## src/hw/rtl/llbm_pkg.sv

```systemverilog
// shared types, constants and level table for the luminance level best match block
package llbm_pkg;

   localparam int LEVEL_COUNT = 16;
   localparam int TREE_LEVELS = $clog2(LEVEL_COUNT);
   localparam int TREE_WIDTH  = 1 << TREE_LEVELS;

   localparam int COLOR_W = 8;
   localparam int PROD_W  = 16;
   localparam int SHIFT   = 7;
   localparam int SQ_W    = 16;
   localparam int DIST_W  = 18;
   localparam int INDEX_W = 4;

   localparam logic [DIST_W-1:0] MAX_DISTANCE = DIST_W'(195075);

   // offsets -128 .. 123 plus 128, masked to 8 bits
   localparam logic [COLOR_W-1:0] LEVEL_TABLE [16] = '{
      8'd0,   8'd44,  8'd76,  8'd96,  8'd108, 8'd116, 8'd120, 8'd124,
      8'd128, 8'd133, 8'd139, 8'd145, 8'd157, 8'd175, 8'd204, 8'd251
   };

   typedef struct packed {
      logic [COLOR_W-1:0] base_red;
      logic [COLOR_W-1:0] base_green;
      logic [COLOR_W-1:0] base_blue;
      logic [COLOR_W-1:0] source_red;
      logic [COLOR_W-1:0] source_green;
      logic [COLOR_W-1:0] source_blue;
   } req_payload_type;

   typedef struct packed {
      logic [INDEX_W-1:0] best_index;
      logic [DIST_W-1:0]  best_distance;
   } rsp_payload_type;

   typedef struct packed {
      logic [COLOR_W-1:0] red;
      logic [COLOR_W-1:0] green;
      logic [COLOR_W-1:0] blue;
   } rgb_type;

   typedef struct packed {
      logic [SQ_W-1:0] red;
      logic [SQ_W-1:0] green;
      logic [SQ_W-1:0] blue;
   } sq_type;

   typedef struct packed {
      logic               ok;
      logic [INDEX_W-1:0] index;
      logic [DIST_W-1:0]  distance;
   } cand_type;

   typedef struct packed {
      logic advance;
      logic valid;
   } stage_ctrl_type;

   function automatic logic [SQ_W-1:0] sq_diff(input logic [COLOR_W-1:0] a,
                                              input logic [COLOR_W-1:0] b);
      logic [COLOR_W-1:0] d;
      d = (a >= b) ? (a - b) : (b - a);
      return SQ_W'(d) * SQ_W'(d);
   endfunction

endpackage

```

## src/hw/rtl/llbm_min_tree.sv

```systemverilog
// registered compare tree picking the in-range level with least distance
module llbm_min_tree (
   input  logic                     clock,
   input  logic                     reset,
   input  llbm_pkg::stage_ctrl_type ctrl,
   input  llbm_pkg::cand_type       cand [llbm_pkg::LEVEL_COUNT],
   output logic                     valid_out,
   output llbm_pkg::cand_type       best
);
   import llbm_pkg::*;

   cand_type leaf [TREE_WIDTH];
   cand_type node_ff [TREE_WIDTH-1];
   logic     valid_ff [TREE_LEVELS];

   function automatic cand_type pick(input cand_type lo, input cand_type hi);
      // lower index wins ties
      if (hi.ok && (!lo.ok || hi.distance < lo.distance)) begin
         return hi;
      end
      return lo;
   endfunction

   always_comb begin
      for (int i = 0; i < TREE_WIDTH; i++) begin
         if (i < LEVEL_COUNT) begin
            leaf[i] = cand[i];
         end else begin
            leaf[i] = '0;
         end
      end
   end

   // heap layout: node k has children 2k+1 and 2k+2, leaves follow the nodes
   for (genvar k = 0; k < TREE_WIDTH - 1; k++) begin : g_node
      if (2 * k + 1 >= TREE_WIDTH - 1) begin : g_from_leaf
         always_ff @(posedge clock) begin
            if (ctrl.advance) begin
               node_ff[k] <= pick(leaf[2 * k + 1 - (TREE_WIDTH - 1)],
                                  leaf[2 * k + 2 - (TREE_WIDTH - 1)]);
            end
         end
      end else begin : g_from_node
         always_ff @(posedge clock) begin
            if (ctrl.advance) begin
               node_ff[k] <= pick(node_ff[2 * k + 1], node_ff[2 * k + 2]);
            end
         end
      end
   end

   always_ff @(posedge clock) begin
      if (reset) begin
         for (int l = 0; l < TREE_LEVELS; l++) begin
            valid_ff[l] <= 1'b0;
         end
      end else if (ctrl.advance) begin
         valid_ff[0] <= ctrl.valid;
         for (int l = 1; l < TREE_LEVELS; l++) begin
            valid_ff[l] <= valid_ff[l-1];
         end
      end
   end

   assign valid_out = valid_ff[TREE_LEVELS-1];
   assign best      = node_ff[0];

endmodule

```

## config.mk

```make
export PLATFORM = sky130hd
export DESIGN_NAME = llbm_min_tree
export DESIGN_NICKNAME = d
export VERILOG_FILES = /design/src/hw/rtl/llbm_pkg.sv /design/src/hw/rtl/llbm_min_tree.sv
export SDC_FILE = /design/constraint.sdc
export NUM_CORES = 1
export LEC_CHECK = 0
export BUFFER_PORTS_ARGS = -buffer_cell sky130_fd_sc_hd__buf_2
export CORE_ASPECT_RATIO = 0.9
export CORE_MARGIN = 3
export CORE_UTILIZATION = 60
export CTS_CLUSTER_SIZE = 24
export DETAILED_ROUTE_END_ITERATION = 8
export HOLD_SLACK_MARGIN = 0.1
export PLACE_DENSITY = 0.95
export SYNTH_ARGS = -nofsm -noshare
export SYNTH_HDL_FRONTEND = slang
export SYNTH_SLANG_ARGS = --single-unit
```

## constraint.sdc

```tcl
create_clock -name clock -period 4.27 [get_ports clock]
set_clock_uncertainty 0.2 [all_clocks]
set_input_delay 0 -clock clock [delete_from_list [all_inputs] [get_ports clock]]
set_output_delay 0 -clock clock [all_outputs]
set_load 0.01 [all_outputs]
```

==> impl_metrics.tcl <==
set metrics [dict create \
    clockBufferDepth 3 \
    p_total_w 0.0101 \
    die_h_um 185 \
    grt_pass1_wl_mm 101 \
    grt_max_degree 124 \
    cp.required_ns 4.32 \
    arrival_ns 3.83 \
    rsz0062_at_grt "false" \
    ir_worst_vdd_v 0.000246 \
    synth_nets 2300 \
    drcViolationCount 0 \
    r2r_cells 7 \
    wl_per_cell_um 22.8 \
    hpwl_mm 40.1 \
    path_class "in -> reg" \
    die_w_um 204 \
    fill_cells 1624 \
    synth.most_common_cell "edfxtp_1" \
    num_rows 64 \
    synth_cells 1673 \
    relSlewSlack_pct 24.1 \
    synth_top_cell_by_area "edfxtp_1" \
    endpoint_kind "register" \
    ys.flop_type "edfxtp_1" \
    status "finished, final reports clean" \
    period_share_pct 88.4 \
    r2r-start "node_ff[1][141]" \
    htreeDepth 2 \
    drt_iter0_drc 1598 \
    synth_edf_count 349 \
    vias 17400 \
    max_stage_delay_ns 0.61 \
    gp_congestion 0.863 \
    cts-root-buf "clkbuf_16" \
    slowest_stage "nor2_2" \
    ioPinCount 396 \
    numPortBuffers 395 \
    grt_pass1_vias 19000 \
    synth_top_area_share_pct 49.3 \
    rrSetupSlack_ns 0.82 \
    track_usage_pct 34.6 \
    area_growth_pct 33.8 \
    antenna_found_initial 4 \
    grt_overflow 0 \
    slew_viol_final 0 \
    ctsHoldBuffers 373 \
    tns_ns 0 \
    vias_per_cell 5.93 \
    seq_area_frac_synth_pct 49.3 \
    holdPathEnd "node_ff[0][182]" \
    maxCapViolations 0 \
    die-area_mm2 0.0377 \
    syn_avg_cell_area_um2 12.7 \
    ys_seq_elements 349 \
    p_per_area_mw_per_mm2 355 \
    path_cells "dlygate4sd3_1, buf_2, inv_1, ha_1, and4_1, nand3_1, o21ai_1, o22ai_1, nor2_2, buf_4, mux2_4, dlygate4sd3_1" \
    hold_class "in -> reg" \
    fp.coreArea_mm2 0.0344 \
    ff_latch_area_mm2 0.0105 \
    cpLargestDelayFamily "buffers and inverters" \
    multi_input_area_mm2 0.00941 \
    synth_area_leaders "edfxtp_1, mux2_2, ha_1" \
    dr.pass1.iters 6 \
    ant_nets 0 \
    drive_gt1_share_pct 32.8 \
    fin_cells 2927 \
    worst_slew_pin_slew_ns 1.14 \
    crit_buf_inv 5 \
    clk_latency_ns 0.52 \
    post-cts-setup-buffers 0 \
    synth_common_cells "edfxtp_1, mux2_2, inv_1, ha_1, a21oi_1" \
    setup_viol 0 \
    fmax_ghz 0.265 \
    cts.sinks 349 \
    synthDistinctLibCells 45 \
    initial_utilization_pct 61.7 \
    ctsResizeCount 0 \
    cts_inserted_buffers 36 \
    hold_viol 0 \
    cts_tree "done" \
    p_leak_nw 12.8 \
    period_needed_ns 3.78 \
    whs_path_depth 3 \
    critPathLaunchType "input port" \
    drt-total-wl_mm 66.8 \
    worst-path-max-fanout 12 \
    synthArstFlopShare_pct 0 \
    ys_warn_count 0 \
    regToRegEndpoint "node_ff[0][139]" \
    netlist_area_mm2 0.0213 \
    clk_pin_slew_ns 0.07 \
    nets 3065 \
    min-delay-start "cand[366]" \
    path_common_cell "dlygate4sd3_1" \
    dp_cells 2489 \
]
## flip-flops by register name (all words and copies together), names as in the netlist
register and cells:
node_ff 345, valid_ff 4
## how the worst max path moves through the flow
stage | end | depth (start not counted) | from | slack (ns)
floorplan | node_ff[0][71] | 8 | node_ff[1][3] | 1.81
global placement | node_ff[0][40] | 8 | node_ff[0][95] | 1.19
detailed placement | node_ff[0][136] | 7 | node_ff[1][95] | 1.15
CTS | node_ff[0][172] | 12 | cand[362] | 0.72
global route | node_ff[0][180] | 12 | cand[362] | 0.42
finish | node_ff[0][174] | 12 | cand[362] | 0.49
## area by class of cell
class                           count  share of cell area, %
Clock inverter                     16                  0.524
Timing Repair Buffer              780                   20.5
Antenna cell                        4                 0.0352
Inverter                          269                   3.55
Multi-Input combinational cell   1002                   33.1
Clock buffer                       45                   3.36
Tap cell                          462                   2.03
Sequential cell                   349                   36.9
## worst register-to-register path, delay by kind of cell (launching register included)
kind	cells	cell delay, ns
multiplexers	1	0.45
adder cells (fa/ha/maj)	1	0.34
AO/OA/AOI/OAI	5	1.78
flip-flops	1	0.43
## cells by family (layout without fill, tap and decap cells)
kind of cell             Yosys count  in the layout  synth area share, %
AO/OA/AOI/OAI                    230            230                 6.81
buffers and inverters            322           1110                 6.41
other                              0              4                    0
flip-flops                       349            349                 49.3
AND/OR/NAND/NOR                  187            187                 4.60
multiplexers                     330            330                 17.8
adder cells (fa/ha/maj)          255            255                 15.0
## layer usage
layer / GRT usage [%] / part of all wire (%)
met5: 0 / 0
met4: 20.7 / 6.7
met3: 6.27 / 7.8
met2: 61.5 / 50
met1: 39.0 / 36
## cell usage in the layout, fill, tap and decap left out, drive strengths merged, types with 2 or more instances in the layout
| master | n |
|---|---|
| nor2 | 22 |
| o31ai | 11 |
| mux2 | 330 |
| a211oi | 14 |
| edfxtp | 349 |
| ha | 255 |
| a21oi | 100 |
| nor2b | 3 |
| clkinv | 12 |
| dlygate4sd3 | 373 |
| or2 | 22 |
| o22ai | 2 |
| and4 | 3 |
| nand2b | 14 |
| nand4 | 34 |
| a21boi | 11 |
| nand2 | 35 |
| nand3 | 40 |
| o21ai | 36 |
| o211ai | 2 |
| buf | 407 |
| a31oi | 2 |
| clkbuf | 45 |
| inv | 269 |
| o311a | 6 |
| diode | 4 |
| a21o | 29 |
| nor3 | 8 |
| o211a | 5 |
| bufinv | 3 |
| and2 | 4 |
| a211o | 4 |
## where the power goes
group          internal (W)  switching [W]  leakage [nW]
sequential          0.00428       0.000272          3.41
clock               0.00176        0.00131         0.538
combinational       0.00132        0.00115          8.81
## metrics by stage
stage          cell area (um2)  hold slack (ns)  util [%]  setup slack, ns
5_1_grt                  28400            0.124      82.6            0.419
6_report                 28400            0.123      82.6            0.493
2_1_floorplan            21300          -0.0875         -             1.81
3_5_place_dp             23600           0.0868      68.5             1.15
4_1_cts                  28400            0.114      82.5            0.716
3_3_place_gp             23600           0.0775      68.5             1.19
Note: power is estimated with default switching activity, not from simulation.
