## config.mk

```make
export PLATFORM = sky130hd
export DESIGN_NAME = llbm_scale
export DESIGN_NICKNAME = d
export VERILOG_FILES = /design/src/hw/rtl/llbm_pkg.sv /design/src/hw/rtl/llbm_scale.sv
export SDC_FILE = /design/constraint.sdc
export NUM_CORES = 2
export LEC_CHECK = 0
export BUFFER_PORTS_ARGS = -buffer_cell sky130_fd_sc_hd__buf_2
export CAP_MARGIN = 0
export CORE_MARGIN = 2
export CORE_UTILIZATION = 40
export DETAILED_ROUTE_END_ITERATION = 7
export SETUP_SLACK_MARGIN = 0.3
export SLEW_MARGIN = 20
export SYNTH_ARGS = -nofsm -noshare
export SYNTH_HDL_FRONTEND = slang
export SYNTH_SLANG_ARGS = --single-unit
```

## constraint.sdc

```tcl
create_clock -name clock -period 10.61 [get_ports clock]
set_clock_uncertainty 0.1 [all_clocks]
set_input_delay 0.5305 -clock clock [delete_from_list [all_inputs] [get_ports clock]]
set_output_delay 0.5305 -clock clock [all_outputs]
set_load 0.02 [all_outputs]
```

## src/hw/rtl/llbm_pkg.sv

```systemverilog
// shared types, constants and level table for the luminance level best match block
package llbm_pkg;

   localparam int LEVEL_COUNT = 16;
   localparam int TREE_LEVELS = $clog2(LEVEL_COUNT);
   localparam int TREE_WIDTH  = 1 << TREE_LEVELS;

   localparam int COLOR_W = 8;
   localparam int PROD_W  = 16;
   localparam int SHIFT   = 7;
   localparam int SQ_W    = 16;
   localparam int DIST_W  = 18;
   localparam int INDEX_W = 4;

   localparam logic [DIST_W-1:0] MAX_DISTANCE = DIST_W'(195075);

   // offsets -128 .. 123 plus 128, masked to 8 bits
   localparam logic [COLOR_W-1:0] LEVEL_TABLE [16] = '{
      8'd0,   8'd44,  8'd76,  8'd96,  8'd108, 8'd116, 8'd120, 8'd124,
      8'd128, 8'd133, 8'd139, 8'd145, 8'd157, 8'd175, 8'd204, 8'd251
   };

   typedef struct packed {
      logic [COLOR_W-1:0] base_red;
      logic [COLOR_W-1:0] base_green;
      logic [COLOR_W-1:0] base_blue;
      logic [COLOR_W-1:0] source_red;
      logic [COLOR_W-1:0] source_green;
      logic [COLOR_W-1:0] source_blue;
   } req_payload_type;

   typedef struct packed {
      logic [INDEX_W-1:0] best_index;
      logic [DIST_W-1:0]  best_distance;
   } rsp_payload_type;

   typedef struct packed {
      logic [COLOR_W-1:0] red;
      logic [COLOR_W-1:0] green;
      logic [COLOR_W-1:0] blue;
   } rgb_type;

   typedef struct packed {
      logic [SQ_W-1:0] red;
      logic [SQ_W-1:0] green;
      logic [SQ_W-1:0] blue;
   } sq_type;

   typedef struct packed {
      logic               ok;
      logic [INDEX_W-1:0] index;
      logic [DIST_W-1:0]  distance;
   } cand_type;

   typedef struct packed {
      logic advance;
      logic valid;
   } stage_ctrl_type;

   function automatic logic [SQ_W-1:0] sq_diff(input logic [COLOR_W-1:0] a,
                                              input logic [COLOR_W-1:0] b);
      logic [COLOR_W-1:0] d;
      d = (a >= b) ? (a - b) : (b - a);
      return SQ_W'(d) * SQ_W'(d);
   endfunction

endpackage

```

## src/hw/rtl/llbm_scale.sv

```systemverilog
// first stage: base colour scaled by every luminance level, with range flags
module llbm_scale (
   input  logic                          clock,
   input  logic                          reset,
   input  llbm_pkg::stage_ctrl_type      ctrl,
   input  llbm_pkg::req_payload_type     req,
   output logic                          valid_ff,
   output llbm_pkg::rgb_type             scaled_ff [llbm_pkg::LEVEL_COUNT],
   output logic [llbm_pkg::LEVEL_COUNT-1:0] ok_ff,
   output llbm_pkg::rgb_type             source_ff
);
   import llbm_pkg::*;

   rgb_type                scaled_in [LEVEL_COUNT];
   logic [LEVEL_COUNT-1:0] ok_in;
   rgb_type                source_in;

   always_comb begin
      logic [PROD_W-1:0] pr;
      logic [PROD_W-1:0] pg;
      logic [PROD_W-1:0] pb;
      for (int i = 0; i < LEVEL_COUNT; i++) begin
         pr = PROD_W'(req.base_red)   * PROD_W'(LEVEL_TABLE[i]);
         pg = PROD_W'(req.base_green) * PROD_W'(LEVEL_TABLE[i]);
         pb = PROD_W'(req.base_blue)  * PROD_W'(LEVEL_TABLE[i]);
         scaled_in[i].red   = pr[SHIFT +: COLOR_W];
         scaled_in[i].green = pg[SHIFT +: COLOR_W];
         scaled_in[i].blue  = pb[SHIFT +: COLOR_W];
         // the bit above the 8-bit result marks an overflow past 255
         ok_in[i] = !pr[PROD_W-1] && !pg[PROD_W-1] && !pb[PROD_W-1];
      end
      source_in.red   = req.source_red;
      source_in.green = req.source_green;
      source_in.blue  = req.source_blue;
   end

   always_ff @(posedge clock) begin
      if (reset) begin
         valid_ff <= 1'b0;
      end else if (ctrl.advance) begin
         valid_ff <= ctrl.valid;
      end
   end

   always_ff @(posedge clock) begin
      if (ctrl.advance) begin
         scaled_ff <= scaled_in;
         ok_ff     <= ok_in;
         source_ff <= source_in;
      end
   end

endmodule

```

==> impl_metrics.json <==
{
  "yosysWarnings": 0,
  "placedInstanceArea_um2": 40400,
  "critical_path.cell_chain": "buf_2, buf_4, inv_1, ha_1, inv_1, fa_1, fa_1, inv_1, fa_1, inv_1, ha_1, and3_1, a21oi_1, o21ai_1, o41ai_2, nor2_1, a2111oi_2, xor2_1, a211oi_2",
  "final-setup-viol-count": 0,
  "max_stage_delay_ps": 530,
  "syn_avg_cell_area_um2": 11.5,
  "effective_utilization_at_floorplan": 0.402,
  "min_delay_path_depth": 3,
  "post_synth_num_cell_types": 70,
  "placementRows": 111,
  "ant_nets": 0,
  "first_global_vias": 24500,
  "chipHeight_um": 307,
  "data_arrival_time_of_the_critical_path_ps": 5820,
  "synth_edf_count": 388,
  "r2r.worst_path.cells": 2,
  "cts.repair.resized": 0,
  "worst-r2r-setup-slack_ps": 9930,
  "top_usage_layer": "met2",
  "crit_path_top_delay_cell": "fa_1",
  "critical-path-top-delay-family": "adder cells",
  "cts_sinks": 389,
  "grt_use_met1": 0.286,
  "final_max_slew_viol_count": 0,
  "final_common_cell": "ha_1",
  "post_drt_wl_per_cell_um": 19.7,
  "track_usage": 0.208,
  "power.density_cell_area_nw_per_um2": 221,
  "antenna_found_initial": 5,
  "worst_hold_slack_ps": 47.8,
  "timing.rr.start": "valid_ff",
  "drcViolationCount": 0,
  "fmax_mhz": 179,
  "final.min_clock_period_ps": 5580,
  "ff_latch_count_synth": 389,
  "first_iter_violations": 1315,
  "post-place-ws_ps": 4340,
  "clock_tree.root_cell": "clkbuf_16",
  "floorplan.die_area_um2": 94200,
  "mapped_cell_area_um2": 36700,
  "grt.met2_usage": 0.338,
  "cts_buffers": 45,
  "timing_hold_violations_final": 0,
  "floorplan.io_pins": 477,
  "p_leak_nw": 20.7,
  "detail_route.vias_per_cell": 4.92,
  "cp-startpoint": "req[46]",
  "async_flop_share": 0,
  "cts.clk_slew.worst_paths_ps": 60,
  "grt_pass1_wl_mm": 147,
  "synth_ff_type": "edfxtp_1",
  "htree_num_levels": 2,
  "n_antenna_cell": 0,
  "cp.buffers_inverters": 6,
  "fin_crit_sh": 0.526,
  "dieWidth_um": 307,
  "via_count": 24300,
  "grt_setup_unrepaired": "no",
  "worst_ep_required_time_ps": 10850,
  "num-nets-final": 4817,
  "hold_bufs_at_cts": 25,
  "wirelength_mm": 97.3,
  "grt_util_met3": 0.0382,
  "worst_ir_drop_vdd_uv": 161,
  "hpwlAfterDp_mm": 77.9,
  "start_kind": "primary input",
  "clock_path_buffers": 3,
  "finish.instance_area_um2": 42200,
  "max_cap_viol_count": 0,
  "filler_cells_inserted": 8497,
  "run_status": "finished, final reports clean",
  "clk-insertion-delay-late_ps": 620,
  "layout_setup_ws_ps": 5030,
  "timing.rr.end": "valid_ff",
  "gp_congestion": 0.899,
  "critPathCaptureType": "flip-flop",
  "setup_fix_buffers_added_after_clock_tree_synthesis": 0,
  "number_of_buffers_inserted_by_port_buffering": 440,
  "worst_hold_path.endpoint": "valid_ff",
  "total_congestion_overflow_after_global_routing": 0,
  "synthToLayoutAreaGrowth_pct": 14.9,
  "holdCritPathClass": "in2reg",
  "core-area_um2": 91200,
  "drt_pass1_iterations": 5,
  "critPathKind": "in2reg",
  "cts_tree": "done",
  "least_margin_pin_slew_ps": 933,
  "grt_max_degree": 87,
  "worst_path_most_repeated_cell": "inv_1",
  "layout_common_cells": "ha_1 (731), inv_1 (634), buf_2 (439)",
  "cp_max_fo": 26,
  "max-slew-margin-rel": 0.378,
  "postSynthCellCount": 3198,
  "fin_setup_tns_ps": 0,
  "layout-drive-gt1-share": 0.155,
  "min-delay-start": "ctrl[0]",
  "sequential_fraction_of_the_synthesis_area": 0.318
}
-- cells by family after synthesis --
family / after synthesis / share of synthesized area
adder cells (fa/ha/maj): 1041 / 0.418
buffers and inverters: 674 / 0.0726
AND/OR/NAND/NOR: 424 / 0.0548
AO/OA/AOI/OAI: 407 / 0.0735
flip-flops: 389 / 0.318
XOR/XNOR: 258 / 0.0616
multiplexers: 3 / 0.000818
other: 2 / 0.000205
-- per-layer routing --
layer  wire length [um]  share of wire
met5                  0              0
met4               2560          0.026
met3               6380          0.066
met2              44900           0.46
met1              43500           0.45
-- area by class of cell --
type	count	area (um2)	share of cell area
multi-input combinational	2169	22500	0.533
sequential	389	11700	0.277
timing repair buffer	485	2610	0.0620
inverter	634	2380	0.0564
tap	1186	1480	0.0352
clock buffer	51	1150	0.0272
clock inverter	33	387	0.00917
-- sequential cells by signal, indices dropped and copies added (netlist names) --
signal and count:
scaled_ff 357, ok_ff 7, source_ff 24, valid_ff 1
-- through the flow --
stage / power (mW) / util / std cells
after floorplan: 6.12 / - / 3232
final: 9.33 / 0.462 / 4947
after detailed placement: 7.73 / 0.443 / 4838
after global placement: 7.70 / 0.443 / 4838
after global routing: 10.1 / 0.462 / 4947
after CTS: 9.47 / 0.462 / 4947
-- synth_stat cells (7+ instances only) --
| library cell | instances | share of area |
|---|---|---|
| ha_1 | 731 | 0.25 |
| inv_1 | 634 | 0.065 |
| edfxtp_1 | 388 | 0.32 |
| fa_1 | 310 | 0.17 |
| xnor2_1 | 180 | 0.043 |
| nor2_1 | 176 | 0.018 |
| a21oi_1 | 125 | 0.017 |
| nor3_1 | 79 | 0.011 |
| xor2_1 | 78 | 0.019 |
| o21ai_0 | 60 | 0.0082 |
| o21a_1 | 56 | 0.011 |
| nand2_1 | 42 | 0.0043 |
| nor2b_1 | 37 | 0.0063 |
| buf_4 | 36 | 0.0074 |
| a21o_1 | 34 | 0.0070 |
| nand3_1 | 27 | 0.0037 |
| o21bai_1 | 27 | 0.0055 |
| a31o_2 | 25 | 0.0060 |
| and3_1 | 17 | 0.0029 |
| a31oi_1 | 13 | 0.0022 |
| a211oi_1 | 10 | 0.0020 |
| and2_1 | 9 | 0.0015 |
| o21ai_1 | 8 | 0.0011 |
| or2_2 | 7 | 0.0012 |
-- how the worst max path moves through the flow --
stage | end | slack [ps] | cells past startpoint
final | ok_ff[13] | 5030 | 19
after global placement | ok_ff[13] | 4390 | 19
after global routing | ok_ff[13] | 4660 | 19
after floorplan | ok_ff[15] | 5690 | 16
after detailed placement | ok_ff[13] | 4340 | 19
after CTS | ok_ff[13] | 5010 | 19
-- report_power, final --
part / total [mW] / internal (mW) / switching, mW
Clock: 1.65 / 0.942 / 0.707
Sequential: 2.64 / 2.46 / 0.178
Combinational: 5.04 / 1.94 / 3.11
Total: 9.33 / 5.34 / 3.99
-- tightest hold or removal path, stage by stage --
cell	delay [ps]
buf_2	80
mux2i_1	50
nor2_1	70
Note: power is estimated with default switching activity, not from simulation.
